File: config.mk
export PLATFORM = sky130hd
export DESIGN_NAME = tcb_front
export DESIGN_NICKNAME = d
export VERILOG_FILES = /design/src/assert_macros.svh /design/src/tcb_pkg.sv /design/src/tcb_front.sv
export SDC_FILE = /design/constraint.sdc
export NUM_CORES = 1
export LEC_CHECK = 0
export BUFFER_PORTS_ARGS = -buffer_cell sky130_fd_sc_hd__buf_2
export CORE_AREA = 2 2 222 224
export CTS_BUF_LIST = sky130_fd_sc_hd__clkbuf_2
export DETAILED_ROUTE_END_ITERATION = 10
export DIE_AREA = 0 0 224 226
export GPL_TIMING_DRIVEN = 0
export PLACE_DENSITY_LB_ADDON = 0.08
export SETUP_SLACK_MARGIN = 0.1
export SYNTH_ARGS = -nofsm -noshare
export SYNTH_HDL_FRONTEND = slang
export SYNTH_SLANG_ARGS = --single-unit
File: constraint.sdc
create_clock -name aclk -period 16.9 [get_ports aclk]
set_clock_uncertainty 0.15 [all_clocks]
set_input_delay 2.535 -clock aclk [delete_from_list [all_inputs] [get_ports aclk]]
set_output_delay 2.535 -clock aclk [all_outputs]
set_load 0.02 [all_outputs]
File: src/assert_macros.svh
// ----------------------------------------------------------------------------
// Assertion macros
// Shared concurrent assertion wrappers; define NO_ASSERTIONS to drop them.
// ----------------------------------------------------------------------------
`ifndef ASSERT_MACROS_SVH
`define ASSERT_MACROS_SVH
`ifndef NO_ASSERTIONS
`define TCB_ASSERT(lbl, clk, rstn, prop) \
    lbl: assert property (@(posedge clk) disable iff (!rstn) prop) \
        else $error("assertion failed");
`define TCB_ASSERT_NEVER(lbl, clk, rstn, expr) \
    lbl: assert property (@(posedge clk) disable iff (!rstn) !(expr)) \
        else $error("forbidden condition seen");
`else
`define TCB_ASSERT(lbl, clk, rstn, prop)
`define TCB_ASSERT_NEVER(lbl, clk, rstn, expr)
`endif
`endif

File: src/tcb_pkg.sv
// ----------------------------------------------------------------------------
// tcb_pkg
// Types and constants shared by the TCB spline point generator modules.
// ----------------------------------------------------------------------------
`timescale 1ns / 1ps

package tcb_pkg;

    localparam int COORD_W    = 32;
    localparam int NUM_COORDS = 3;
    localparam int TWEEN_W    = 6;
    localparam int TCB_W      = 16;
    localparam int CC_W       = 2;
    localparam int CFG_IDX_W  = 3;
    localparam int CFG_DATA_W = 16;
    localparam int MAX_TWEENS = 63;
    localparam int TCB_ONE    = 16384;

    localparam logic [TWEEN_W-1:0] TWEEN_RESET = 6'd16;
    localparam logic [CC_W-1:0]    CC_RESET    = 2'd3;

    // request kinds on s_tuser
    localparam logic REQ_POINT = 1'b0;
    localparam logic REQ_END   = 1'b1;

    typedef enum logic [CFG_IDX_W-1:0] {
        CFG_TWEEN_COUNT = 3'd0,
        CFG_TENSION     = 3'd1,
        CFG_CONTINUITY  = 3'd2,
        CFG_BIAS        = 3'd3,
        CFG_COORD_COUNT = 3'd4
    } cfg_index_t;

    typedef logic [COORD_W-1:0] coord_t;
    typedef coord_t [NUM_COORDS-1:0] point_t;

    // segment only, segment followed by the closing point, single point
    typedef enum logic [1:0] {
        JOB_SEG,
        JOB_SEG_END,
        JOB_POINT
    } job_kind_t;

    typedef struct packed {
        job_kind_t kind;
        point_t    pa;
        point_t    pb;
        point_t    pc;
        point_t    pd;
    } job_t;

    typedef struct packed {
        logic [TWEEN_W-1:0] tween_count;
        logic [TCB_W-1:0]   tension;
        logic [TCB_W-1:0]   continuity;
        logic [TCB_W-1:0]   bias;
        logic [CC_W-1:0]    coord_count;
    } cfg_t;

endpackage

File: src/tcb_front.sv
// ----------------------------------------------------------------------------
// tcb_front
// Accepts control points, keeps the three-point window, holds the config
// registers and turns beats into segment or single-point jobs for the back end.
// ----------------------------------------------------------------------------
`timescale 1ns / 1ps

module tcb_front import tcb_pkg::*; (
    input  logic                    aclk,
    input  logic                    aresetn,
    input  logic                    s_tvalid,
    output logic                    s_tready,
    input  logic [3*COORD_W-1:0]    s_tdata,
    input  logic                    s_tuser,
    input  logic                    cfg_valid,
    output logic                    cfg_ready,
    input  logic [CFG_IDX_W-1:0]    cfg_index,
    input  logic [CFG_DATA_W-1:0]   cfg_data,
    output cfg_t                    cfg,
    output logic                    push,
    output job_t                    push_job,
    input  logic                    q_full
);

    point_t      w0_reg, w1_reg, w2_reg;
    logic [1:0]  seen_reg, seen_next;
    cfg_t        cfg_reg;
    point_t      in_pt;
    logic        accept;

    assign in_pt     = s_tdata;
    assign s_tready  = !q_full;
    assign accept    = s_tvalid && s_tready;
    assign cfg_ready = 1'b1;
    assign cfg       = cfg_reg;

    // classify the beat and build the job
    always_comb begin
        push      = 1'b0;
        push_job  = '0;
        seen_next = seen_reg;
        if (accept) begin
            case (s_tuser)
                REQ_POINT: begin
                    if (seen_reg >= 2'd2) begin
                        push          = 1'b1;
                        push_job.kind = JOB_SEG;
                        push_job.pa   = (seen_reg == 2'd3) ? w0_reg : w1_reg;
                        push_job.pb   = w1_reg;
                        push_job.pc   = w2_reg;
                        push_job.pd   = in_pt;
                    end
                    if (seen_reg != 2'd3) begin
                        seen_next = seen_reg + 2'd1;
                    end
                end
                REQ_END: begin
                    if (seen_reg == 2'd1) begin
                        push          = 1'b1;
                        push_job.kind = JOB_POINT;
                        push_job.pa   = w2_reg;
                        push_job.pb   = w2_reg;
                        push_job.pc   = w2_reg;
                        push_job.pd   = w2_reg;
                    end else if (seen_reg >= 2'd2) begin
                        push          = 1'b1;
                        push_job.kind = JOB_SEG_END;
                        push_job.pa   = (seen_reg == 2'd3) ? w0_reg : w1_reg;
                        push_job.pb   = w1_reg;
                        push_job.pc   = w2_reg;
                        push_job.pd   = w2_reg;
                    end
                    seen_next = 2'd0;
                end
                default: seen_next = seen_reg;
            endcase
        end
    end

    // window shift on control points
    always_ff @(posedge aclk) begin
        if (accept && s_tuser == REQ_POINT) begin
            w0_reg <= w1_reg;
            w1_reg <= w2_reg;
            w2_reg <= in_pt;
        end
    end

    // fill count and config registers
    always_ff @(posedge aclk) begin
        if (!aresetn) begin
            seen_reg            <= 2'd0;
            cfg_reg.tween_count <= TWEEN_RESET;
            cfg_reg.tension     <= '0;
            cfg_reg.continuity  <= '0;
            cfg_reg.bias        <= '0;
            cfg_reg.coord_count <= CC_RESET;
        end else begin
            seen_reg <= seen_next;
            if (cfg_valid && cfg_ready) begin
                case (cfg_index_t'(cfg_index))
                    CFG_TWEEN_COUNT: cfg_reg.tween_count <= cfg_data[TWEEN_W-1:0];
                    CFG_TENSION:     cfg_reg.tension     <= cfg_data[TCB_W-1:0];
                    CFG_CONTINUITY:  cfg_reg.continuity  <= cfg_data[TCB_W-1:0];
                    CFG_BIAS:        cfg_reg.bias        <= cfg_data[TCB_W-1:0];
                    CFG_COORD_COUNT: cfg_reg.coord_count <= cfg_data[CC_W-1:0];
                    default:         cfg_reg             <= cfg_reg;
                endcase
            end
        end
    end

endmodule

### Word-level counts from Yosys, hierarchy flattened

Index checks and enable logic that the tools add are counted.

* bitwise logic cells: 1
* $lt $le $gt $ge: 1
* mux-type cells: 12
* add/sub/neg operators: 1
* eq/ne operators: 8
* reductions and logical operators: 10

Operators with widths (count)
* 386-bit two-way mux: 2
* 386-bit one-hot mux with 2 select lines: 1
* 385-bit two-way mux: 1
* 384-bit two-way mux: 1
* 96-bit two-way mux: 1
* 2-bit AND reduction: 6
* 3-bit by 2-bit == test with 1-bit output (second input constant): 2
* 2-bit inequality test (second input constant): 2
* 2-bit one-hot mux with 2 select lines: 1
* 3-bit by 1-bit == test with 1-bit output (second input constant): 1
* 3-bit == test (second input constant): 1
* 3-bit zero test: 1
* 1-bit two-way mux: 3
* 2-bit by 1-bit adder with 2-bit output (second input constant): 1
* 2-bit by 1-bit == test with 1-bit output (second input constant): 1
* 2-bit == test (second input constant): 1
* 2-bit greater-or-equal comparator (second input constant): 1
* 1-bit logical AND: 2
* 2-bit two-way mux: 1
* 1-bit one-hot mux with 2 select lines: 1
* 1-bit zero test: 1
* 1-bit inverter: 1

* output and inout bits: 445
* word-level logic and storage cells: 48
* input port bits: 121
* register bits: 346

### Logic depth before layout (Yosys ltp)

Gate-level depths: netlist (run 1).

* word-level depth: 6
* gate-level depth with buffers: 8
* mapped depth without buffers: 5

### Worst setup path after synthesis (run 1)

Ideal clock, no wire load.

* path kind: input -> register
* from: in q_full
* to: reg w0_reg[0] (netlist name), enable pin
* library setup time: 0.944 ns
* cell stages on the path: 4
* data required time: 15.806 ns
* data arrival time: 14.923 ns
* slack: 0.882 ns
* buffers on the path: 2
* path through: nand2b_1 > clkbuf_1 > clkbuf_1 > nor2_1

* cells in the longest elaborated chain, start to end: 3

Ends and longest elaborated chain
* from (decl): RTL line tcb_front.sv:22 `input logic q_full`
* 1-bit zero test: RTL line tcb_front.sv:32 `assign s_tready = !q_full;`
* 1-bit logical AND: RTL line tcb_front.sv:33 `assign accept = s_tvalid && s_tready;`
* 1-bit logical AND: RTL line tcb_front.sv:82 `if (accept && s_tuser == REQ_POINT) begin`
* to (signal assigned): RTL line tcb_front.sv:83 `w0_reg <= w1_reg;`
* to (decl): RTL line tcb_front.sv:25 `point_t w0_reg, w1_reg, w2_reg;`

No other way between the ends.
A chain may end at the register's enable or synchronous reset.

==> key figures, run 1 <==
Global route
  – Vias in the first global route: 15085
  – Largest net degree at the start of global routing: 34
  – GRT Total Usage: 24.45%
  – Gr ovfl total: 0
  – Initial antenna violation count: 8
  – First-pass GRT wire length: 92740 µm

Critical path
  – CP startpoint kind: input pin
  – CP arrival: 5.06 ns
  – CP max FO: 10
  – Critical Path Sink Type: primary output
  – Setup CP Type: input pin to primary output
  – Data required time of the worst path: 14.22 ns

Min path
  – Hold Path Class: flip-flop to flip-flop

Route
  – Post-DR wirelength/cell: 21.29 µm
  – Initial DRC Count: 1009
  – Via count: 15534
  – Pre-antenna DRT Iters: 5
  – Residual DRC: 0
  – Via density: 5.156
  – Post-Route WL: 64150 µm
  – Antenna-violating nets left: 0

Timing
  – Max Freq: 129.1 MHz
  – Fin crit share: 45.84%
  – Final min period: 7.747 ns
  – Max-slew violation count: 0
  – Slew HR: 26.91%
  – Setup TNS: 0 ns
  – Unrepaired setup endpoints after global routing: false
  – Final Hold Fails: 0
  – Setup Viol. Count Final: 0
  – Worst Tran Pin Value: 1.096 ns

Synth
  – EDFF count, synth: 288
  – Yosys reg bits: 346
  – Post-Syn Nets: 1759
  – Synth async-reset ratio: 0%
  – Ys flop type: edfxtp_1
  – Synth Instances: 1634
  – Mapped Area: 16690 µm²
  – Ys Warns: 0
  – Synth cell types: 34
  – Syn avg cell area: 10.22 µm²
  – Seq/Total Area, Yosys: 58.76%

Place
  – Dpl cells: 2829
  – GPL Wtd Cong: 0.9196
  – PortBufs: 562
  – DP HPWL: 46920 µm

Power and ir drop
  – Peak VDD IR: 0.00004309 V
  – Total power: 1742 µW
  – Leak: 0.008697 µW
  – Pwr/cell area: 81.17 nW/µm²

Floorplanning
  – Core ar.: 48340 µm²
  – I/O pins: 566
  – Die area: 50620 µm²
  – Core Rows: 81
  – Die height: 226 µm
  – Initial Util: 34.53%
  – Die width: 224 µm

Flow run
  – MaxCap Viol Count: 0

Layout
  – Layout cells sized above 1: 37.12%
  – Most common cell after layout, fill and taps aside: buf_2
  – Most frequent cells in the layout: 610 x buf_2, 386 x a21oi_1, 344 x nand2_1, 288 x edfxtp_1, 137 x clkbuf_2
  – Util after Layout: 44.39%
  – Final Non-Filler Cells: 3013
  – Nets: 2430
  – Layout area overhead: 28.53%

Clocking
  – Post-CTS Hold Fix Bufs: 0
  – Clk buf depth: 3
  – TritonCTS clock tree: built
  – Post-CTS Setup Inserts: 0
  – Clock transition at path regs: 0.11 ns
  – Clk sinks: 346
  – Num CTS Buffers: 96
  – Root buf cell: clkbuf_2
  – H-tree levels: 3
  – Post-CTS Resized: 0
  – Clk_lat worst skew: 1.10 ns

Status
  – Status: finished, final reports clean
[cells by family (layout without fill, tap and decap cells)]
| group | Yosys count | count (layout) | synth area share [%] |
|---|---|---|---|
| flops | 346 | 346 | 58.76 |
| compound gates | 439 | 439 | 13.50 |
| simple gates | 588 | 588 | 16.15 |
| buf+inv | 152 | 894 | 4.317 |
| other cells | 1 | 16 | 0.02246 |
| mux | 104 | 104 | 6.955 |
| fa+ha+maj | 4 | 4 | 0.2998 |
[path summary, 6_finish.rpt]
check        depth (start not counted)                     start  slack (ns)                       end
max                                  7                    q_full        9.15               push_job[0]
min                                  0      w1_reg[78]$_DFFE_PP_        0.31      w0_reg[78]$_DFFE_PP_
max reg2reg                          6  seen_reg[1]$_SDFFE_PN0P_       14.86  seen_reg[1]$_SDFFE_PN0P_
min reg2reg                          0      w1_reg[78]$_DFFE_PP_        0.31      w0_reg[78]$_DFFE_PP_
[critical path: stages]
cell and delay, ns:
buf_2 0.11, nor2b_1 0.09, buf_2 0.40, nand2_1 0.50, clkbuf_1 0.55, a21oi_1 0.60
buf_2 0.27
[where the power goes]
part           internal [µW]  switching, µW
combinational           48.6            109
sequential               943           18.8
clock                    249            373
[layer usage]
layer  global-route usage [%]  up-vias  part of all wire (%)
met5                        0        -                 0.037
met4                    10.24        4                   3.6
met3                    7.325      147                   7.4
met2                    38.82      642                    47
met1                    31.05     7495                    42
li1                         -     7246                     -
[layout make-up]
type | instances | area (µm²)
Sequential cell | 346 | 9809
Antenna cell | 15 | 37.54
Timing Repair Buffer | 573 | 3063
Multi-Input combinational cell | 1136 | 6172
Tap cell | 622 | 778.2
Clock buffer | 137 | 685.7
Inverter | 4 | 15.01
Clock inverter | 32 | 191.4
Fill cell | 4914 | 26880
Buffer | 148 | 705.7
[metrics by stage]
| step | hold WS [ns] | worst slack (ns) | instance area [µm²] |
|---|---|---|---|
| final | 0.3052 | 9.153 | 21460 |
| after detailed placement | 0.2949 | 9.126 | 20540 |
| after global routing | 0.3183 | 9.102 | 21460 |
| after global placement | 0.2899 | -5.580 | 20290 |
| after floorplan | 0.2956 | 0.8824 | 16690 |
| after CTS | 0.3073 | 9.125 | 21420 |
[cell usage after synthesis, types with 3 or more instances]
library cell	count	area, µm²
buf_4	4	30.03
dfxtp_1	58	1161
a21oi_1	386	1932
edfxtp_1	288	8648
mux2i_1	8	80.08
a21boi_1	10	75.07
mux2_2	96	1081
inv_1	3	11.26
a21boi_0	6	45.04
buf_6	10	112.6
buf_1	15	56.30
and2_1	98	613.1
buf_2	48	240.2
clkbuf_1	71	266.5
nor2b_1	6	37.54
nand3_1	128	640.6
nand2_1	344	1291
ha_1	4	50.05
o21ai_0	33	165.2
Power figures use the tool's default switching activity.
==> run 2, diff against run 1 <==
==> constraint.sdc (replaced) <==
create_clock -name aclk -period 6.6 [get_ports aclk]
set_clock_uncertainty 0.15 [all_clocks]
set_input_delay 0.99 -clock aclk [delete_from_list [all_inputs] [get_ports aclk]]
set_output_delay 0.99 -clock aclk [all_outputs]
set_load 0.02 [all_outputs]
==> key figures, run 2 (synthesis results as in run 1) <==
Timing
  – Worst setup margin: 1.722 ns (-7.431 ns)
  – Final Hold Fails: 0 (unchanged)
  – Worst Tran Pin Value: 1.056 ns (-0.03999 ns)
  – Unrepaired setup endpoints after global routing: false
  – Hold slack: 0.1190 ns (-0.1862 ns)
  – Fin crit share: 73.91%
  – Final min period: 4.878 ns
  – Max Freq: 205.0 MHz
  – Setup Viol. Count Final: 0 (unchanged)
  – Max-slew violation count: 0 (unchanged)
  – Slew HR: 29.57% (+2.7 points)

Critical path
  – CP max FO: 10 (unchanged)
  – CP arrival: 3.74 ns (-1.32 ns)
  – Crit path from: seen_reg[1]$_SDFFE_PN0P_
  – Critical Path Sink Type: primary output
  – Worst r2r src: seen_reg[1]$_SDFFE_PN0P_
  – CP startpoint kind: flip-flop
  – Data required time of the worst path: 5.46 ns (-8.76 ns)
  – Setup CP Type: flip-flop to primary output

Power and ir drop
  – Clock share of power: 35.9% (+0.2 points)
  – Sw Share: 28.99% (+0.24 points)
  – Total net switching power: 1321 µW (+160%)
  – Peak VDD IR: 0.0001091 V (+150%)
  – Flop pwr share: 54.0% (-1.2 points)
  – Int Power: 3236 µW (+160%)
  – Pwr/cell area: 202.0 nW/µm² (+150%)
  – Leak: 0.009200 µW (+5.8%)
  – Logic pwr share: 10.0% (+0.9 points)

Clocking
  – H-tree levels: 3 (unchanged)
  – Clk sinks: 346 (unchanged)
  – Root buf cell: clkbuf_2
  – Post-CTS Resized: 0 (unchanged)
  – Post-CTS Setup Inserts: 0 (unchanged)
  – Num CTS Buffers: 97 (+1.0%)
  – Clk buf depth: 3 (unchanged)
  – Clk_lat worst skew: 1.11 ns (about the same)
  – Clock transition at path regs: 0.11 ns (about the same)
  – TritonCTS clock tree: built

Place
  – Dpl ws: 1.946 ns (-7.180 ns)
  – DP HPWL: 47210 µm (+0.62%)
  – GPL Wtd Cong: 0.9137 (-0.64%)
  – PortBufs: 562 (unchanged)

Floorplanning
  – Die area: 50620 µm² (unchanged)
  – I/O pins: 566 (unchanged)
  – Initial Util: 34.53% (unchanged)
  – Core ar.: 48340 µm² (unchanged)
  – Die width: 224 µm (unchanged)
  – Die height: 226 µm (unchanged)
  – Core Rows: 81 (unchanged)

Status
  – Status: finished, final reports clean

Global route
  – Initial antenna violation count: 5 (-3)
  – GRT Total Usage: 25.11% (+0.66 points)
  – Largest net degree at the start of global routing: 34 (unchanged)
  – Gr ovfl total: 0 (unchanged)
  – First-pass GRT wire length: 95220 µm (+2.7%)
  – Vias in the first global route: 15510 (+2.8%)

Min path
  – Hold Path Class: input pin to flip-flop
  – Hold_sp: aresetn

Layout
  – Layout area overhead: 35.16%
  – Nets: 2542 (+4.6%)
  – Most common cell after layout, fill and taps aside: buf_2
  – Most frequent cells in the layout: 610 x buf_2, 386 x a21oi_1, 344 x nand2_1, 288 x edfxtp_1, 153 x clkbuf_2
  – Layout cells sized above 1: 35.83% (-1.3 points)

Route
  – Antenna-violating nets left: 0 (unchanged)
  – Post-Route WL: 65580 µm (+2.2%)
  – Residual DRC: 0 (unchanged)
  – Initial DRC Count: 1069 (+5.9%)
  – Via count: 15860 (+2.1%)
  – Via density: 5.077 (-1.5%)
  – Pre-antenna DRT Iters: 5 (unchanged)
  – Post-DR wirelength/cell: 20.99 µm (-1.4%)

Flow run
  – MaxCap Viol Count: 0 (unchanged)
==> run 2: metrics by stage <==
stage	TNS (ns)	cells	total power [µW]	cell area [µm²]	utilization (%)
finish	0	3124	4557	22560	46.68
global placement	-623.90	2818	2913	20290	41.98
detailed placement	0	2828	2916	20520	42.45
floorplan	0	1634	2718	16700	-
CTS	0	3120	4617	22550	46.65
global route	0	3124	4769	22560	46.68
==> run 2: critical path, stage by stage (launching register included) <==
cell and delay [ns]:
dfxtp_1 0.38, inv_1 0.11, ha_1 0.28, or3_1 0.14
clkbuf_1 0.63, buf_4 0.38, buf_6 0.18, a21oi_1 0.07
a21oi_1 0.24, buf_2 0.22
==> run 2: layout make-up <==
cell class                 instances  area [µm²]
multi-input combinational       1136        6172
clock inverter                    27       143.9
tap                              622       778.2
inverter                           4       15.01
timing repair buffer             684        4164
buffer                           148       705.7
clock buffer                     153       765.7
sequential                       346        9809
fill                            4822       25780
antenna                            4       10.01
==> run 2: worst paths after layout <==
check | end | slack (ns) | depth (start not counted)
hold reg to reg | cfg[23]$_SDFFE_PN0P_ | 0.31 | 2
setup reg to reg | seen_reg[1]$_SDFFE_PN0P_ | 4.57 | 6
setup / recovery | push_job[71] | 1.72 | 9
hold / removal | cfg[19]$_SDFFE_PN0P_ | 0.12 | 2
==> run 2: timing repair <==
action	4_1_cts	5_1_grt
hold endpoints to repair	152	0
hold buffers	112	0
endpoints found under the setup margin	0	0
==> run 2: layer usage <==
metal,vias to the layer above,part of all wire (%),GRT usage [%]
li1,7471,-,-
met1,7560,42,31.84
met2,669,46,39.03
met3,158,8.0,7.702
met4,2,4.3,12.17
met5,-,0.020,0
==> run 2: power groups by stage <==
stage | Combinational, µW | Sequential (µW) | Clock, µW
global placement | 391 | 2520 | 0
detailed placement | 405 | 2510 | 0
floorplan | 211 | 2510 | 0
CTS | 459 | 2460 | 1700
global route | 494 | 2470 | 1810
finish | 458 | 2460 | 1640
