--- src/assert_macros.svh ---
// ----------------------------------------------------------------------------
// Assertion macros
// Shared concurrent assertion wrappers; define NO_ASSERTIONS to drop them.
// ----------------------------------------------------------------------------
`ifndef ASSERT_MACROS_SVH
`define ASSERT_MACROS_SVH
`ifndef NO_ASSERTIONS
`define TCB_ASSERT(lbl, clk, rstn, prop) \
    lbl: assert property (@(posedge clk) disable iff (!rstn) prop) \
        else $error("assertion failed");
`define TCB_ASSERT_NEVER(lbl, clk, rstn, expr) \
    lbl: assert property (@(posedge clk) disable iff (!rstn) !(expr)) \
        else $error("forbidden condition seen");
`else
`define TCB_ASSERT(lbl, clk, rstn, prop)
`define TCB_ASSERT_NEVER(lbl, clk, rstn, expr)
`endif
`endif

--- src/tcb_pkg.sv ---
// ----------------------------------------------------------------------------
// tcb_pkg
// Types and constants shared by the TCB spline point generator modules.
// ----------------------------------------------------------------------------
`timescale 1ns / 1ps

package tcb_pkg;

    localparam int COORD_W    = 32;
    localparam int NUM_COORDS = 3;
    localparam int TWEEN_W    = 6;
    localparam int TCB_W      = 16;
    localparam int CC_W       = 2;
    localparam int CFG_IDX_W  = 3;
    localparam int CFG_DATA_W = 16;
    localparam int MAX_TWEENS = 63;
    localparam int TCB_ONE    = 16384;

    localparam logic [TWEEN_W-1:0] TWEEN_RESET = 6'd16;
    localparam logic [CC_W-1:0]    CC_RESET    = 2'd3;

    // request kinds on s_tuser
    localparam logic REQ_POINT = 1'b0;
    localparam logic REQ_END   = 1'b1;

    typedef enum logic [CFG_IDX_W-1:0] {
        CFG_TWEEN_COUNT = 3'd0,
        CFG_TENSION     = 3'd1,
        CFG_CONTINUITY  = 3'd2,
        CFG_BIAS        = 3'd3,
        CFG_COORD_COUNT = 3'd4
    } cfg_index_t;

    typedef logic [COORD_W-1:0] coord_t;
    typedef coord_t [NUM_COORDS-1:0] point_t;

    // segment only, segment followed by the closing point, single point
    typedef enum logic [1:0] {
        JOB_SEG,
        JOB_SEG_END,
        JOB_POINT
    } job_kind_t;

    typedef struct packed {
        job_kind_t kind;
        point_t    pa;
        point_t    pb;
        point_t    pc;
        point_t    pd;
    } job_t;

    typedef struct packed {
        logic [TWEEN_W-1:0] tween_count;
        logic [TCB_W-1:0]   tension;
        logic [TCB_W-1:0]   continuity;
        logic [TCB_W-1:0]   bias;
        logic [CC_W-1:0]    coord_count;
    } cfg_t;

endpackage

--- src/tcb_back.sv ---
// ----------------------------------------------------------------------------
// tcb_back
// Evaluates one job at a time: tangent coefficients, Hermite basis and points,
// on a shared multiplier and a bit-serial basis divider.
// ----------------------------------------------------------------------------
`timescale 1ns / 1ps
`include "assert_macros.svh"

module tcb_back import tcb_pkg::*; (
    input  logic                 aclk,
    input  logic                 aresetn,
    input  cfg_t                 cfg,
    input  logic                 q_empty,
    input  job_t                 q_head,
    output logic                 q_pop,
    output logic                 m_tvalid,
    input  logic                 m_tready,
    output logic [3*COORD_W-1:0] m_tdata,
    output logic                 m_tlast,
    output logic                 m_tuser
);

    localparam int MA_W   = COORD_W + 8;   // tangents and accumulator
    localparam int MB_W   = 19;            // coefficients and basis values
    localparam int PR_W   = MA_W + MB_W;
    localparam int K_W    = 19;
    localparam int F_W    = TCB_W + 1;
    localparam int P_W    = 2 * F_W;
    localparam int D_W    = COORD_W + 1;
    localparam int NN_W   = 3 * TWEEN_W;
    localparam int NUM_W  = 3 * TWEEN_W;
    localparam int Q_W    = 17;
    localparam int REM_W  = NN_W;
    localparam int BQ     = 16;            // basis fraction bits
    localparam int TQ     = 14;            // tcb fraction bits
    localparam int CSH    = 29;            // coefficient shift
    localparam int DIVD_W = NUM_W + BQ + 1;
    localparam int CNT_W  = $clog2(Q_W);

    typedef enum logic [2:0] {
        ST_IDLE, ST_ISSUE, ST_WB, ST_DIV_INIT, ST_DIV, ST_EMIT
    } state_t;

    typedef enum logic [1:0] {PH_START, PH_TWEEN, PH_FINAL} phase_t;

    typedef enum logic [4:0] {
        OP_P1, OP_P2, OP_K0, OP_K1, OP_K2, OP_K3, OP_N2, OP_N3,
        OP_DS0, OP_DS1, OP_DD0, OP_DD1,
        OP_SS, OP_SM, OP_A2, OP_A3, OP_A4,
        OP_H2, OP_H3, OP_H4
    } op_t;

    state_t                    state_reg;
    phase_t                    phase_reg;
    op_t                       op_reg;
    logic [1:0]                j_reg;
    logic [TWEEN_W-1:0]        s_reg, n_reg;
    job_t                      job_reg;
    logic signed [P_W-1:0]     p1_reg, p2_reg;
    logic signed [K_W-1:0]     k_reg [4];
    logic [2*TWEEN_W-1:0]      nsq_reg, ss_reg, sm_reg;
    logic [NN_W-1:0]           nn_reg;
    logic signed [MA_W-1:0]    ds_reg [NUM_COORDS];
    logic signed [MA_W-1:0]    dd_reg [NUM_COORDS];
    logic signed [MA_W-1:0]    v_reg  [NUM_COORDS];
    logic signed [MA_W-1:0]    acc_reg;
    logic [NUM_W-1:0]          num_reg [3];
    logic [REM_W-1:0]          rem_reg [3];
    logic [Q_W-1:0]            lo_reg  [3];
    logic [Q_W-1:0]            q_reg   [3];
    logic [CNT_W-1:0]          div_cnt_reg;
    logic signed [PR_W-1:0]    prod_reg;
    logic                      m_tvalid_reg, m_tlast_reg, m_tuser_reg;
    logic [3*COORD_W-1:0]      m_tdata_reg;

    logic signed [F_W-1:0]     ft, fcp, fcm, fbp, fbm;
    logic signed [D_W-1:0]     d0, d1, d2;
    logic signed [MA_W-1:0]    pb_j;
    logic [TWEEN_W-1:0]        nms;
    logic [TWEEN_W+2:0]        tn2s;
    logic signed [MA_W-1:0]    mul_a;
    logic signed [MB_W-1:0]    mul_b;
    logic signed [PR_W-1:0]    prod_r14, prod_r16, prod_coef;
    logic [REM_W:0]            rem2 [3];
    logic                      ge   [3];
    logic [DIVD_W-1:0]         divd [3];
    logic [CC_W-1:0]           cc_eff;
    point_t                    out_pt;
    logic                      emit_last, emit_end, out_free, seg_tail;
    logic [TWEEN_W-1:0]        n_load;

    // TCB factor pairs
    assign ft  = F_W'(TCB_ONE) - F_W'($signed(cfg.tension));
    assign fcp = F_W'(TCB_ONE) + F_W'($signed(cfg.continuity));
    assign fcm = F_W'(TCB_ONE) - F_W'($signed(cfg.continuity));
    assign fbp = F_W'(TCB_ONE) + F_W'($signed(cfg.bias));
    assign fbm = F_W'(TCB_ONE) - F_W'($signed(cfg.bias));

    // coordinate differences for the current lane
    assign d0   = D_W'($signed(job_reg.pb[j_reg])) - D_W'($signed(job_reg.pa[j_reg]));
    assign d1   = D_W'($signed(job_reg.pc[j_reg])) - D_W'($signed(job_reg.pb[j_reg]));
    assign d2   = D_W'($signed(job_reg.pd[j_reg])) - D_W'($signed(job_reg.pc[j_reg]));
    assign pb_j = MA_W'($signed(job_reg.pb[j_reg]));
    assign nms  = n_reg - s_reg;
    assign tn2s = (TWEEN_W+3)'(n_reg) * (TWEEN_W+3)'(3) - (TWEEN_W+3)'(s_reg) * (TWEEN_W+3)'(2);

    // shared multiplier operand select
    always_comb begin
        mul_a = '0;
        mul_b = '0;
        case (op_reg)
            OP_P1:  begin mul_a = MA_W'(ft);      mul_b = MB_W'(fcp); end
            OP_P2:  begin mul_a = MA_W'(ft);      mul_b = MB_W'(fcm); end
            OP_K0:  begin mul_a = MA_W'(p1_reg);  mul_b = MB_W'(fbp); end
            OP_K1:  begin mul_a = MA_W'(p2_reg);  mul_b = MB_W'(fbm); end
            OP_K2:  begin mul_a = MA_W'(p2_reg);  mul_b = MB_W'(fbp); end
            OP_K3:  begin mul_a = MA_W'(p1_reg);  mul_b = MB_W'(fbm); end
            OP_N2:  begin mul_a = MA_W'(n_reg);   mul_b = MB_W'(n_reg); end
            OP_N3:  begin mul_a = MA_W'(nsq_reg); mul_b = MB_W'(n_reg); end
            OP_DS0: begin mul_a = MA_W'(d0);      mul_b = MB_W'(k_reg[0]); end
            OP_DS1: begin mul_a = MA_W'(d1);      mul_b = MB_W'(k_reg[1]); end
            OP_DD0: begin mul_a = MA_W'(d1);      mul_b = MB_W'(k_reg[2]); end
            OP_DD1: begin mul_a = MA_W'(d2);      mul_b = MB_W'(k_reg[3]); end
            OP_SS:  begin mul_a = MA_W'(s_reg);   mul_b = MB_W'(s_reg); end
            OP_SM:  begin mul_a = MA_W'(s_reg);   mul_b = MB_W'(nms); end
            OP_A2:  begin mul_a = MA_W'(ss_reg);  mul_b = MB_W'(tn2s); end
            OP_A3:  begin mul_a = MA_W'(sm_reg);  mul_b = MB_W'(nms); end
            OP_A4:  begin mul_a = MA_W'(ss_reg);  mul_b = MB_W'(nms); end
            OP_H2:  begin mul_a = MA_W'(d1);            mul_b = MB_W'(q_reg[0]); end
            OP_H3:  begin mul_a = ds_reg[j_reg];        mul_b = MB_W'(q_reg[1]); end
            OP_H4:  begin mul_a = dd_reg[j_reg];        mul_b = MB_W'(0) - MB_W'(q_reg[2]); end
            default: begin mul_a = '0; mul_b = '0; end
        endcase
    end

    // rounded views of the product
    assign prod_r14  = (prod_reg + PR_W'(1 << (TQ - 1))) >>> TQ;
    assign prod_r16  = (prod_reg + PR_W'(1 << (BQ - 1))) >>> BQ;
    assign prod_coef = (prod_reg + PR_W'(1 << (CSH - 1))) >>> CSH;

    // basis divider steps, three in parallel
    always_comb begin
        for (int i = 0; i < 3; i++) begin
            divd[i] = (DIVD_W'(num_reg[i]) << BQ) + DIVD_W'(nn_reg >> 1);
            rem2[i] = {rem_reg[i], lo_reg[i][Q_W-1]};
            ge[i]   = (rem2[i] >= (REM_W+1)'(nn_reg));
        end
    end

    // output point assembly
    assign cc_eff   = (cfg.coord_count == '0) ? CC_W'(1) : cfg.coord_count;
    assign seg_tail = (phase_reg == PH_START && n_reg == TWEEN_W'(1))
                   || (phase_reg == PH_TWEEN && s_reg == n_reg - TWEEN_W'(1));
    assign emit_end  = (phase_reg == PH_FINAL) || (job_reg.kind == JOB_POINT);
    assign emit_last = emit_end || (job_reg.kind == JOB_SEG && seg_tail);
    assign out_free  = !m_tvalid_reg || m_tready;
    assign n_load    = (cfg.tween_count == '0) ? TWEEN_W'(1)
                     : (cfg.tween_count > TWEEN_W'(MAX_TWEENS)) ? TWEEN_W'(MAX_TWEENS)
                     : cfg.tween_count;

    always_comb begin
        for (int i = 0; i < NUM_COORDS; i++) begin
            if (CC_W'(i) >= cc_eff) begin
                out_pt[i] = '0;
            end else if (v_reg[i][MA_W-1:COORD_W-1] == '0
                      || v_reg[i][MA_W-1:COORD_W-1] == '1) begin
                out_pt[i] = v_reg[i][COORD_W-1:0];
            end else if (v_reg[i][MA_W-1]) begin
                out_pt[i] = {1'b1, {(COORD_W-1){1'b0}}};
            end else begin
                out_pt[i] = {1'b0, {(COORD_W-1){1'b1}}};
            end
        end
    end

    assign q_pop    = (state_reg == ST_IDLE) && !q_empty;
    assign m_tvalid = m_tvalid_reg;
    assign m_tdata  = m_tdata_reg;
    assign m_tlast  = m_tlast_reg;
    assign m_tuser  = m_tuser_reg;

    // sequencer, datapath registers and output register
    always_ff @(posedge aclk) begin
        if (!aresetn) begin
            state_reg    <= ST_IDLE;
            phase_reg    <= PH_START;
            op_reg       <= OP_P1;
            m_tvalid_reg <= 1'b0;
        end else begin
            // beat taken and no new one loaded this cycle
            if (m_tready && state_reg != ST_EMIT) begin
                m_tvalid_reg <= 1'b0;
            end
            case (state_reg)
                ST_IDLE: begin
                    if (!q_empty) begin
                        job_reg   <= q_head;
                        n_reg     <= n_load;
                        phase_reg <= PH_START;
                        for (int i = 0; i < NUM_COORDS; i++) begin
                            v_reg[i] <= MA_W'($signed(q_head.pb[i]));
                        end
                        state_reg <= ST_EMIT;
                    end
                end
                ST_ISSUE: begin
                    prod_reg  <= mul_a * mul_b;
                    state_reg <= ST_WB;
                end
                ST_WB: begin
                    state_reg <= ST_ISSUE;
                    case (op_reg)
                        OP_P1: begin p1_reg <= P_W'(prod_reg); op_reg <= OP_P2; end
                        OP_P2: begin p2_reg <= P_W'(prod_reg); op_reg <= OP_K0; end
                        OP_K0: begin k_reg[0] <= K_W'(prod_coef); op_reg <= OP_K1; end
                        OP_K1: begin k_reg[1] <= K_W'(prod_coef); op_reg <= OP_K2; end
                        OP_K2: begin k_reg[2] <= K_W'(prod_coef); op_reg <= OP_K3; end
                        OP_K3: begin k_reg[3] <= K_W'(prod_coef); op_reg <= OP_N2; end
                        OP_N2: begin nsq_reg <= (2*TWEEN_W)'(prod_reg); op_reg <= OP_N3; end
                        OP_N3: begin
                            nn_reg <= NN_W'(prod_reg);
                            j_reg  <= 2'd0;
                            op_reg <= OP_DS0;
                        end
                        OP_DS0: begin ds_reg[j_reg] <= MA_W'(prod_r14); op_reg <= OP_DS1; end
                        OP_DS1: begin
                            ds_reg[j_reg] <= ds_reg[j_reg] + MA_W'(prod_r14);
                            op_reg        <= OP_DD0;
                        end
                        OP_DD0: begin dd_reg[j_reg] <= MA_W'(prod_r14); op_reg <= OP_DD1; end
                        OP_DD1: begin
                            dd_reg[j_reg] <= dd_reg[j_reg] + MA_W'(prod_r14);
                            if (j_reg == 2'(NUM_COORDS - 1)) begin
                                s_reg  <= TWEEN_W'(1);
                                op_reg <= OP_SS;
                            end else begin
                                j_reg  <= j_reg + 2'd1;
                                op_reg <= OP_DS0;
                            end
                        end
                        OP_SS: begin ss_reg <= (2*TWEEN_W)'(prod_reg); op_reg <= OP_SM; end
                        OP_SM: begin sm_reg <= (2*TWEEN_W)'(prod_reg); op_reg <= OP_A2; end
                        OP_A2: begin num_reg[0] <= NUM_W'(prod_reg); op_reg <= OP_A3; end
                        OP_A3: begin num_reg[1] <= NUM_W'(prod_reg); op_reg <= OP_A4; end
                        OP_A4: begin
                            num_reg[2] <= NUM_W'(prod_reg);
                            state_reg  <= ST_DIV_INIT;
                        end
                        OP_H2: begin acc_reg <= pb_j + MA_W'(prod_r16); op_reg <= OP_H3; end
                        OP_H3: begin acc_reg <= acc_reg + MA_W'(prod_r16); op_reg <= OP_H4; end
                        OP_H4: begin
                            v_reg[j_reg] <= acc_reg + MA_W'(prod_r16);
                            if (j_reg == 2'(NUM_COORDS - 1)) begin
                                phase_reg <= PH_TWEEN;
                                state_reg <= ST_EMIT;
                            end else begin
                                j_reg  <= j_reg + 2'd1;
                                op_reg <= OP_H2;
                            end
                        end
                        default: state_reg <= ST_IDLE;
                    endcase
                end
                ST_DIV_INIT: begin
                    for (int i = 0; i < 3; i++) begin
                        rem_reg[i] <= divd[i][DIVD_W-1:Q_W];
                        lo_reg[i]  <= divd[i][Q_W-1:0];
                        q_reg[i]   <= '0;
                    end
                    div_cnt_reg <= '0;
                    state_reg   <= ST_DIV;
                end
                ST_DIV: begin
                    for (int i = 0; i < 3; i++) begin
                        if (ge[i]) begin
                            rem_reg[i] <= REM_W'(rem2[i] - (REM_W+1)'(nn_reg));
                        end else begin
                            rem_reg[i] <= rem2[i][REM_W-1:0];
                        end
                        q_reg[i]  <= {q_reg[i][Q_W-2:0], ge[i]};
                        lo_reg[i] <= lo_reg[i] << 1;
                    end
                    div_cnt_reg <= div_cnt_reg + 1'b1;
                    if (div_cnt_reg == CNT_W'(Q_W - 1)) begin
                        j_reg     <= 2'd0;
                        op_reg    <= OP_H2;
                        state_reg <= ST_ISSUE;
                    end
                end
                ST_EMIT: begin
                    if (out_free) begin
                        m_tvalid_reg <= 1'b1;
                        m_tdata_reg  <= out_pt;
                        m_tlast_reg  <= emit_last;
                        m_tuser_reg  <= emit_end;
                        if (phase_reg == PH_FINAL || job_reg.kind == JOB_POINT) begin
                            state_reg <= ST_IDLE;
                        end else if (seg_tail) begin
                            // segment done: closing point or next job
                            if (job_reg.kind == JOB_SEG_END) begin
                                for (int i = 0; i < NUM_COORDS; i++) begin
                                    v_reg[i] <= MA_W'($signed(job_reg.pc[i]));
                                end
                                phase_reg <= PH_FINAL;
                            end else begin
                                state_reg <= ST_IDLE;
                            end
                        end else if (phase_reg == PH_START) begin
                            op_reg    <= OP_P1;
                            state_reg <= ST_ISSUE;
                        end else begin
                            s_reg     <= s_reg + TWEEN_W'(1);
                            op_reg    <= OP_SS;
                            state_reg <= ST_ISSUE;
                        end
                    end
                end
                default: state_reg <= ST_IDLE;
            endcase
        end
    end

    `TCB_ASSERT(a_tween_range, aclk, aresetn, (state_reg != ST_IDLE && phase_reg == PH_TWEEN) |-> (s_reg != '0 && s_reg < n_reg))
    `TCB_ASSERT(a_out_from_emit, aclk, aresetn, $rose(m_tvalid_reg) |-> $past(state_reg == ST_EMIT))
    `TCB_ASSERT(a_div_len, aclk, aresetn, (state_reg == ST_DIV) |-> (div_cnt_reg < CNT_W'(Q_W)))

endmodule

--- config.mk ---
export PLATFORM = sky130hd
export DESIGN_NAME = tcb_back
export DESIGN_NICKNAME = d
export VERILOG_FILES = /design/src/tcb_pkg.sv /design/src/tcb_back.sv
export VERILOG_INCLUDE_DIRS = /design/src /design/src/src
export SDC_FILE = /design/constraint.sdc
export NUM_CORES = 2
export LEC_CHECK = 0
export BUFFER_PORTS_ARGS = -buffer_cell sky130_fd_sc_hd__buf_2
export CORE_ASPECT_RATIO = 2
export CORE_UTILIZATION = 34
export CTS_BUF_LIST = sky130_fd_sc_hd__clkbuf_4 sky130_fd_sc_hd__clkbuf_8
export CTS_CLUSTER_SIZE = 16
export DETAILED_ROUTE_END_ITERATION = 10
export SYNTH_ARGS = -nofsm -noshare
export SYNTH_HDL_FRONTEND = slang
export SYNTH_SLANG_ARGS = --single-unit
--- constraint.sdc ---
create_clock -name aclk -period 11.68 [get_ports aclk]
set_input_delay 0.584 -clock aclk [delete_from_list [all_inputs] [get_ports aclk]]
set_output_delay 0.584 -clock aclk [all_outputs]
set_load 0.01 [all_outputs]
; Word-level counts from Yosys, hierarchy flattened
; Memories as Yosys holds them, arrays and structs flattened. A register that Yosys moved wholly into a read port is not among the register bits.
; Cells that the tools add are included.
[op_classes]
n_eq_ne = 52
n_mul = 2
muxes = 186
addsub = 28
order_cmp = 8
bitwise_logic = 18
n_reduce_logical = 64
[op_table]
columns = cell, n
row1 = $pmux 40 s13, 1
row2 = $mux 32, 10
row3 = $pmux 19 s15, 1
row4 = $bmux 32 s2, 4
row5 = $mux 40, 6
row6 = $mux 18, 8
row7 = $add 40x40->40, 3
row8 = $add 34x17->35, 3
row9 = $mux 17, 6
row10 = $sub 32x32->33, 3
row11 = $mux 1, 98
row12 = $pmux 5 s19, 1
row13 = $pmux 40 s2, 1
row14 = $ge 19x18->1, 3
row15 = $mux 19, 3
row16 = $reduce_or 19->1, 3
row17 = $add 56x17->56 const B, 1
row18 = $mul 40x19->56, 1
row19 = $add 54x15->54 const B, 1
row20 = $reduce_or 18->1, 3
row21 = $sub 18x18->18, 3
row22 = $sub 16x16->17 const A, 3
row23 = $add 48x30->48 const B, 1
row24 = $mux 6, 7
row25 = 65 further kinds, 184
[word_totals]
memories = 8
word_cells = 401
output_inout_bits = 100
reg_bits = 732
ramBits = 646
input_bits = 446
[mem_list]
columns = name, words, width, rd, rd_ports_with_merged_regs, wr, line
row1 = dd_reg, 3, 40, 1, 1, 1, tcb_back.sv:64  ; logic signed [MA_W-1:0] dd_reg [NUM_COORDS];
row2 = ds_reg, 3, 40, 1, 1, 1, tcb_back.sv:63  ; logic signed [MA_W-1:0] ds_reg [NUM_COORDS];
row3 = v_reg, 3, 40, 3, 0, 3, tcb_back.sv:65  ; logic signed [MA_W-1:0] v_reg [NUM_COORDS];
row4 = k_reg, 4, 19, 4, 0, 1, tcb_back.sv:60  ; logic signed [K_W-1:0] k_reg [4];
row5 = num_reg, 3, 18, 3, 0, 1, tcb_back.sv:67  ; logic [NUM_W-1:0] num_reg [3];
row6 = rem_reg, 3, 18, 3, 0, 3, tcb_back.sv:68  ; logic [REM_W-1:0] rem_reg [3];
row7 = +2 memories, n/a, n/a, n/a, n/a, n/a, n/a

; Longest topological paths before layout
[depth]
word_depth = 12
mapped_depth = 45
mapped_depth_nobuf = 41

; Worst setup path after synthesis
; No wires, ideal clock.
[synth_timing]
path_type = input to register
start = in q_empty
end = mem v_reg[0][0] (netlist bit) (enable)
setup_slack_ps = -607
required_ps = 11280
setup_ps = 400
path_stages = 4
t_arrival_ps = 11887
path_buffers = 0
cell_sequence = nor4_1 and2_1 nor2_1 nand2_1
[synth_rtl]
columns = item, line
row1 = from (decl), tcb_back.sv:13  ; input logic q_empty,
row2 = to (decl), tcb_back.sv:65

; Worst setup path in the final report
[layout_timing]
start = reg j_reg[1]
end = reg prod_reg[54], data pin
[layout_between]
elab_chain_cells = 5
elab_cells_between_ends = 13
cone_classes = add/sub (3) / mul (1) / mux (9)
[layout_rtl]
columns = item, line
row1 = from (decl), tcb_back.sv:56  ; logic [1:0] j_reg;
row2 = from (signal assigned), tcb_back.sv:237  ; j_reg <= j_reg + 2'd1;
row3 = from (signal assigned), tcb_back.sv:257  ; j_reg <= j_reg + 2'd1;
row4 = "$bmux 32 s2, on equally long branches", "tcb_back.sv:101, tcb_back.sv:102, tcb_back.sv:100"
row5 = "$mux 32, on equally long branches", "tcb_back.sv:101, tcb_back.sv:102, tcb_back.sv:100"
row6 = "$sub 32x32->33, on equally long branches", "tcb_back.sv:101, tcb_back.sv:100, tcb_back.sv:102"
row7 = $pmux 40 s13 *, tcb_back.sv:111  ; case (op_reg)
row8 = $mul 40x19->56 *, tcb_back.sv:207  ; prod_reg <= mul_a * mul_b;
row9 = to (signal assigned), tcb_back.sv:207
row10 = to (decl), tcb_back.sv:72  ; logic signed [PR_W-1:0] prod_reg;
; Mark *: on every way between the ends. The rest lies on a longest branch, timed or not. The select of a mux whose other input is x is not followed.
; A chain may end at the register's enable or synchronous reset.

==> metrics.txt <==
highest clock rate 88.06 MHz; number of hold violations in the final report 0; Antenna Violating Nets Remaining 0; type of destination of the critical path register; compound-gate portion of the synthesized area 12.87%; cell with the largest stage delay on the worst path sky130_fd_sc_hd__fa_1; DR iter-0 viols 7286; share of cells above drive strength 1 15.45%; overall die area 294400 um2; CTS H-tree lvls 4; via count of the first global-routing pass 85140; largest net degree at the start of global routing 174; Worst Hold Launch aresetn; R2R cell count 43; Worst Path Max Fanout 20; total wire length after detailed routing 422300 um; number of flip-flops in the largest register 386; setup slack after layout 0.3245 ns; Area contributors post-synth sky130_fd_sc_hd__edfxtp_1 40%, sky130_fd_sc_hd__fa_1 15%, sky130_fd_sc_hd__ha_1 6.2%; capturing point of the worst reg2reg path prod_reg[54]$_DFFE_PP_; fraction of the cycle the final worst path needs 97.22%; initial standard-cell utilization of the core 34.16%; dpl cells 14100; largest family of logic cells by synthesized area adder cells; type of the worst setup path reg -> reg; area of the core region 290800 um2; setup violation total in the final timing report 0; layout overhead on the synthesized area 20.33%; sink of the worst hold path op_reg[2]$_SDFFE_PN0P_; HP Class in -> reg; most frequent standard cell in the layout excluding fill and tap cells sky130_fd_sc_hd__edfxtp_1; Worst Hold Slack 0.1012 ns; post-synthesis sequential area ratio 40.62%; grt total ovfl 0; DR vias/cell 5.499; buffer depth of the longest clock path 4; simple-gate share of the synthesized area 12.32%; XOR/XNOR share of the synthesized area 4.471%; post-synthesis cell area 99330 um2; top library cells by usage in the layout, fill and taps aside 1335 x sky130_fd_sc_hd__edfxtp_1, 1006 x sky130_fd_sc_hd__inv_1, 912 x sky130_fd_sc_hd__nand2_1; die span in y 766.4 um; chip width 384.2 um; outcome finished clean; Worst R2R Start j_reg[1]$_DFFE_PP_; number of antenna violations at the first check in global routing 41; post-layout instance count excluding filler cells 14900; tightest slew margin relative to the limit 7.358%; CP top delay family adder cells; slack of the worst reg-to-reg path 0.32 ns; clock root buffer sky130_fd_sc_hd__clkbuf_8; Post-synth ARST share 0%; I/O pin cnt 546; Initial DRT Pass Iterations 8; Max-cap violations 0; number of distinct standard cells referenced by the synthesized netlist 82; count of final max-slew check failures 0; TritonCTS clock tree yes; Synth top area share 40.36%; nets@finish 12570; total clock sinks 1348; Slew @ Worst Pin 1.375 ns; Worst Path Buf+Inv 12; flip-flop and latch count after synthesis 1348; CTS Buf Count 208; CP dominant cell by count sky130_fd_sc_hd__fa_1; sort of element at the start of the critical path register; number of instances on the worst hold path 2; final weighted congestion of routability-driven global placement 1.028; number of placement rows 280; multiplexer share of the synthesized area 3.545%; Cells after Synth 9545; Fin Clk Skew 0.1998 ns; worst setup slack before clock tree synthesis -0.8314 ns; Crit path arrival time 12.06 ns; global-route wire length before repair 590200 um; Post-Synth Adder-Cell Area 20.74%; library cell with the largest summed area after synthesis sky130_fd_sc_hd__edfxtp_1; endpoint required time on the critical path 12.39 ns; detail-routed net length per standard cell 28.35 um; minimum period implied by the final worst setup slack 11.36 ns; post-synthesis area per instance 10.41 um2; number of vias after detailed routing 81910; most common flop cell mapped by yosys sky130_fd_sc_hd__edfxtp_1; Worst-path clk slew 0.07 ns; Residual DRC 0; clock latency reported for the late side of the worst-skew pair 1.06 ns; Yosys warning total 0; nets in the synthesized netlist 11210; Detailed Place HPWL 334800 um; number of enable-type register cells in the synthesized netlist 1335; slowest stage delay, CP 0.57 ns; buffers added on ports 545; GR Util All Layers 27.94%
through the flow:
stage / setup TNS, ns / utilization (%) / instance area, um2
2_1_floorplan: 0 / - / 99330
3_3_place_gp: -5.863 / 38.17 / 111000
3_5_place_dp: -8.994 / 38.17 / 111000
4_1_cts: 0 / 40.97 / 119100
5_1_grt: -0.04218 / 41.09 / 119500
6_report: 0 / 41.10 / 119500
how the worst max path moves through the flow:
stage,slack (ns),depth (start not counted),start,endpoint
2_1_floorplan,1.15,39,j_reg[1]$_DFFE_PP_,prod_reg[55]$_DFFE_PP_
3_3_place_gp,-0.68,43,j_reg[1]$_DFFE_PP_,prod_reg[53]$_DFFE_PP_
3_5_place_dp,-0.83,43,j_reg[1]$_DFFE_PP_,prod_reg[53]$_DFFE_PP_
4_1_cts,0.02,44,j_reg[1]$_DFFE_PP_,prod_reg[41]$_DFFE_PP_
5_1_grt,-0.02,42,j_reg[1]$_DFFE_PP_,prod_reg[54]$_DFFE_PP_
6_report,0.32,43,j_reg[1]$_DFFE_PP_,prod_reg[54]$_DFFE_PP_
cell type report:
class                   count  area [um2]
repair buffers           1581       12190
clock buffers             257        3249
diodes                     17       42.54
clock inverters           116       905.9
inverters                1007        3784
flip-flops and latches   1348       40360
well taps                3807        4763
fillers                 28090      171300
multi-input cells        6762       54220
per-layer routing:
layer	vias to the layer above	routed length [um]	global-route usage, %
li1	35880	-	-
met1	40920	141000	28.67
met2	3816	211100	49.12
met3	1260	26250	4.289
met4	32	43690	24.20
met5	-	232	0
kinds of logic (layout without fill, tap and decap cells):
group,Yosys count,count (layout)
buffers and inverters,1435,2961
muxes,348,348
AOI/OAI and AO/OA,2059,2059
and+or+nand+nor,2634,2634
xor gates and xnor gates,507,507
other,0,17
adders and majority gates,1214,1214
DFF,1348,1348
cells in the mapped netlist (14+ instances only):
master and instances:
sky130_fd_sc_hd__and3_1 51, sky130_fd_sc_hd__xnor2_1 314, sky130_fd_sc_hd__nand2_1 918, sky130_fd_sc_hd__a221oi_1 30
sky130_fd_sc_hd__o21bai_1 40, sky130_fd_sc_hd__ha_1 493, sky130_fd_sc_hd__o31ai_1 36, sky130_fd_sc_hd__edfxtp_1 1335
sky130_fd_sc_hd__clkbuf_1 376, sky130_fd_sc_hd__o21ai_0 561, sky130_fd_sc_hd__nor2_1 701, sky130_fd_sc_hd__o21a_1 64
sky130_fd_sc_hd__or2_2 36, sky130_fd_sc_hd__and2_1 167, sky130_fd_sc_hd__a211oi_1 43, sky130_fd_sc_hd__or4_1 17
sky130_fd_sc_hd__or3_1 41, sky130_fd_sc_hd__nand2b_1 121, sky130_fd_sc_hd__o211ai_1 41, sky130_fd_sc_hd__mux2i_1 318
sky130_fd_sc_hd__nor4_1 26, sky130_fd_sc_hd__nor3_1 105, sky130_fd_sc_hd__a22oi_1 95, sky130_fd_sc_hd__a21o_1 184
sky130_fd_sc_hd__buf_1 48, sky130_fd_sc_hd__a222oi_1 26, sky130_fd_sc_hd__a22o_1 14, sky130_fd_sc_hd__xor2_1 193
sky130_fd_sc_hd__a21oi_1 652, sky130_fd_sc_hd__fa_1 721, sky130_fd_sc_hd__nand3_1 159, sky130_fd_sc_hd__o31a_1 14
sky130_fd_sc_hd__a211o_1 16, sky130_fd_sc_hd__inv_1 1007, sky130_fd_sc_hd__a21boi_0 51, sky130_fd_sc_hd__nand4_1 67
sky130_fd_sc_hd__nor2b_1 178, sky130_fd_sc_hd__a31oi_1 39, sky130_fd_sc_hd__mux2_2 30
worst register-to-register path: cells and delay by family, from the launching register on:
family	cells	cell delay, ns
adder cells (fa/ha/maj)	9	4.26
AO/OA/AOI/OAI	11	2.53
AND/OR/NAND/NOR	9	1.71
buffers and inverters	12	1.68
flip-flops	1	0.49
XOR/XNOR	1	0.23
multiplexers	1	0.12
what timing repair did:
action / CTS / global route
endpoints found under the setup margin: 29 / 17
buffers inserted: 0 / 12
pin swaps: 1 / 7
hold endpoints to repair: 426 / 0
gates cloned: 0 / 3
resized for setup: 16 / 37
hold buffers: 393 / 0
Power is not shown: default switching activity piles up to over one toggle a cycle in this logic, so the estimate is an artifact.
